$ cat config.mk
export PLATFORM = sky130hd
export DESIGN_NAME = bas_cell
export DESIGN_NICKNAME = d
export VERILOG_FILES = /design/src/rtl/core/batch_ascending_sorter_macros.svh /design/src/rtl/core/bas_pkg.sv /design/src/rtl/core/bas_cell.sv
export SDC_FILE = /design/constraint.sdc
export NUM_CORES = 1
export LEC_CHECK = 0
export ABC_AREA = 1
export BUFFER_PORTS_ARGS = -buffer_cell sky130_fd_sc_hd__buf_2
export CORE_MARGIN = 3
export CORE_UTILIZATION = 40
export CTS_CLUSTER_DIAMETER = 100
export DETAILED_ROUTE_END_ITERATION = 10
export HOLD_SLACK_MARGIN = 0.03
export PLACE_DENSITY = 0.85
export SLEW_MARGIN = 30
export SYNTH_ARGS = -nofsm -noshare
export SYNTH_HDL_FRONTEND = slang
export SYNTH_SLANG_ARGS = --single-unit
$ cat constraint.sdc
create_clock -name clk -period 3.1 [get_ports clk]
set_input_delay 0.93 -clock clk [delete_from_list [all_inputs] [get_ports clk]]
set_output_delay 0.93 -clock clk [all_outputs]
set_load 0.03 [all_outputs]
$ cat src/rtl/core/batch_ascending_sorter_macros.svh
// Assertion macros for the batch ascending sorter.
// Used by the top level only; depends on nothing.
`ifndef BATCH_ASCENDING_SORTER_MACROS_SVH
`define BATCH_ASCENDING_SORTER_MACROS_SVH

// Check that cons holds in the same cycle as ante.
`define BAS_ASSERT_NOW(label, clk, rst, ante, cons, msg) \
  label: assert property (@(posedge clk) disable iff (rst) (ante) |-> (cons)) \
    else $error(msg);

// Check that cons holds in the cycle after ante.
`define BAS_ASSERT_NEXT(label, clk, rst, ante, cons, msg) \
  label: assert property (@(posedge clk) disable iff (rst) (ante) |=> (cons)) \
    else $error(msg);

`endif

$ cat src/rtl/core/bas_pkg.sv
// Shared types and constants of the batch ascending sorter.
// Depends on nothing; the interfaces, the cell and the top level import it.
package bas_pkg;

  localparam int SORT_DEPTH = 64;
  localparam int VALUE_W    = 31;
  localparam int COUNT_W    = $clog2(SORT_DEPTH + 1);

  typedef enum logic {
    ST_LOAD,
    ST_EMIT
  } bas_state_t;

  // Broadcast control for the row of cells
  typedef struct packed {
    logic               insert;
    logic               shift;
    logic [VALUE_W-1:0] x;
  } bas_cell_ctl_t;

endpackage

$ cat src/rtl/core/bas_cell.sv
// One cell of the insertion row: holds one stored value.
// Depends on bas_pkg for the control struct and widths.
module bas_cell import bas_pkg::*; (
  input  logic                clk,
  input  bas_cell_ctl_t       ctl,
  input  logic                valid,
  input  logic                fill,
  input  logic                prev_gt,
  input  logic [VALUE_W-1:0]  prev_value,
  input  logic [VALUE_W-1:0]  next_value,
  output logic                gt,
  output logic [VALUE_W-1:0]  value
);

  logic [VALUE_W-1:0] value_next;

  assign gt = valid && (value > ctl.x);

  always_comb begin
    value_next = value;
    if (ctl.shift) begin
      value_next = next_value;
    end else if (ctl.insert) begin
      // take the left neighbor if it moves up, else take the new value if this cell moves up or is the first free one
      if (prev_gt) begin
        value_next = prev_value;
      end else if (gt || fill) begin
        value_next = ctl.x;
      end
    end
  end

  always_ff @(posedge clk) begin
    value <= value_next;
  end

endmodule

==> impl_metrics.tcl <==
set metrics [dict create \
    stdcell_area_mm2 0.00395 \
    synth_top_area_share_pct 36.6 \
    grt_max_degree 58 \
    avgSynthCellArea_um2 8.34 \
    hold_violations 0 \
    largest_reg_flops 31 \
    fp.dieH_um 85.8 \
    yosysMostFrequentCell "nand2_1" \
    fin_nets 586 \
    cap_viol_max_count 0 \
    core_mm2 0.00603 \
    rsz0062_at_grt "true" \
    chipWidth_um 85.8 \
    synth_ff_type "edfxtp_1" \
    via_count 2666 \
    num_io_pins 131 \
    port_buffers 130 \
    cts_tree "yes" \
    clk_latency_ns 0.28 \
    leakage_nw 1.87 \
    grt_pass1_vias 2661 \
    worstPathMaxFanout 3 \
    drtIter0Drc 75 \
    dpl_cell_area_mm2 0.00341 \
    dp.final_hpwl_um 5450 \
    drive_gt1_share_pct 53.4 \
    synth-edff-count 31 \
    grt.total_usage_pct 18.7 \
    cts-buffers-inserted 5 \
    synth.distinct_cells 24 \
    drc 0 \
    grt_first_pass_wirelength_um 11300 \
    tns_ns 0 \
    final_util_pct 65.6 \
    yosysTopAreaCell "edfxtp_1" \
    total_power_mw 1.46 \
    setup_ws_ns 0.00765 \
    cp-start-kind "input port" \
    synthesis.area_mm2 0.00254 \
    path_class "in2out" \
    grt.overflow.total 0 \
    clock_path_buffers 2 \
    synth_common_cells "nand2_1 (76), inv_1 (51), edfxtp_1 (31), ha_1 (31)" \
    firstDrtPassIters 4 \
    ant_nets 0 \
    regMostFlops "value" \
    start_util_pct 42.2 \
    antenna_found_initial 0 \
    finalMaxSlewViolations 0 \
    core.rowCount 28 \
    die_area_mm2 0.00736 \
    num_antenna_cells 0 \
    end_kind "primary output" \
    routedWlPerCell_um 14.2 \
    via_per_inst 5.01 \
    fill_cells 503 \
    hold_path_class "in2reg" \
    htree_levels 2 \
    synth_warnings 0 \
    cellPowerDensity_mw_per_mm2 370 \
    cp.required_ns 2.17 \
    syn_to_final_growth_pct 55.4 \
    ys_seq_area_share_pct 36.6 \
    synth_fp_nets 435 \
    synthCells 305 \
    multi_input_area_mm2 0.00176 \
    min_period_ns 3.09 \
    reg.largest.list "value (31)" \
    finalCritPeriodShare_pct 99.8 \
    wl_um 7550 \
    peakVddDrop_mv 0.304 \
    synthArstFlopShare_pct 0 \
    arrival_ns 2.16 \
    status "finished clean" \
    synthTopCellsByArea "edfxtp_1 (37%), ha_1 (15%), nand2_1 (11%)" \
    globalplace.congestion 0.850 \
    worstMarginPinSlew_ns 0.901 \
    fmax_mhz 323 \
    finalSetupViolCount 0 \
    cts_hold_buf 0 \
    yosys_register_bits 31 \
    numClockSinks 31 \
    cts_root_buf "clkbuf_8" \
    path_clk_slew_ns 0.07 \
    register_area_um2 931 \
    max_slew_margin_pct 40.0 \
    fin_skew_ns 0.00939 \
    place_ws_ns -0.133 \
]
-- final cells by class --
class	instances	area share, %
clock inverter	1	0.127
tap	75	2.37
inverter	52	5.06
multi-input combinational	209	44.4
timing repair buffer	157	22.5
clock buffer	7	1.93
sequential	31	23.5
-- placed cells by master (no fill, tap or decap), types with 3 or more instances in the layout --
cell	synthesis	layout
a21oi_1	16	11
a21oi_2	1	4
buf_2	8	124
buf_4	0	27
buf_6	0	6
clkbuf_8	0	5
edfxtp_1	31	31
ha_1	31	8
ha_4	0	23
inv_1	51	27
inv_2	1	23
nand2_1	76	64
nand2_2	3	12
nand2_4	0	3
nor2_1	9	7
nor2_4	2	4
o211ai_1	28	28
o21a_1	28	28
-- layer usage --
metal	up-vias	share of wire, %	GRT usage, %
li1	1333	-	-
met1	1226	40	21.8
met2	95	52	34.1
met3	12	6.1	4.13
met4	0	1.3	5.76
met5	-	0	0
-- kinds of logic (layout without fill, tap and decap cells) --
kind of cell,Yosys count,count (layout),share of synthesized area [%]
AND/OR/NAND/NOR,102,102,17.3
AO/OA/AOI/OAI,76,76,20.9
buffers and inverters,65,217,9.98
flip-flops,31,31,36.6
adder cells (fa/ha/maj),31,31,15.2
-- worst paths after layout --
path,cells after the start,slack [ns],from,to
max,12,0.008,ctl[30],gt
min,2,0.92,next_value[26],value[26]$_DFFE_PP_
max reg2reg,12,0.66,value[28]$_DFFE_PP_,value[10]$_DFFE_PP_
min reg2reg,9,1.54,value[15]$_DFFE_PP_,value[29]$_DFFE_PP_
-- power by group --
group	total [mW]	switching, mW	internal (mW)
clock	0.312	0.154	0.158
sequential	0.555	0.0380	0.517
combinational	0.598	0.332	0.266
total	1.46	0.524	0.940
-- worst max-delay path, cell delays in order --
cell	delay, ns
buf_6	0.08
inv_2	0.04
ha_4	0.28
nand2_4	0.06
nor2_4	0.09
nand4_2	0.11
nor3_2	0.19
nand2_1	0.06
nand2_1	0.08
nand2_2	0.06
inv_2	0.06
buf_6	0.12
-- repair_timing --
item,CTS,global route
cloned,0,0
endpoints found under the setup margin,1,1
buffers inserted,2,2
gates resized for setup,15,70
pin swaps,5,29
-- per-stage QoR --
| stage | instances | hold slack [ns] |
|---|---|---|
| 2_1_floorplan | 305 | 1.12 |
| 3_3_place_gp | 520 | 1.20 |
| 3_5_place_dp | 520 | 1.21 |
| 4_1_cts | 530 | 0.909 |
| 5_1_grt | 532 | 0.915 |
| 6_report | 532 | 0.921 |
Power figures use the tool's default switching activity.
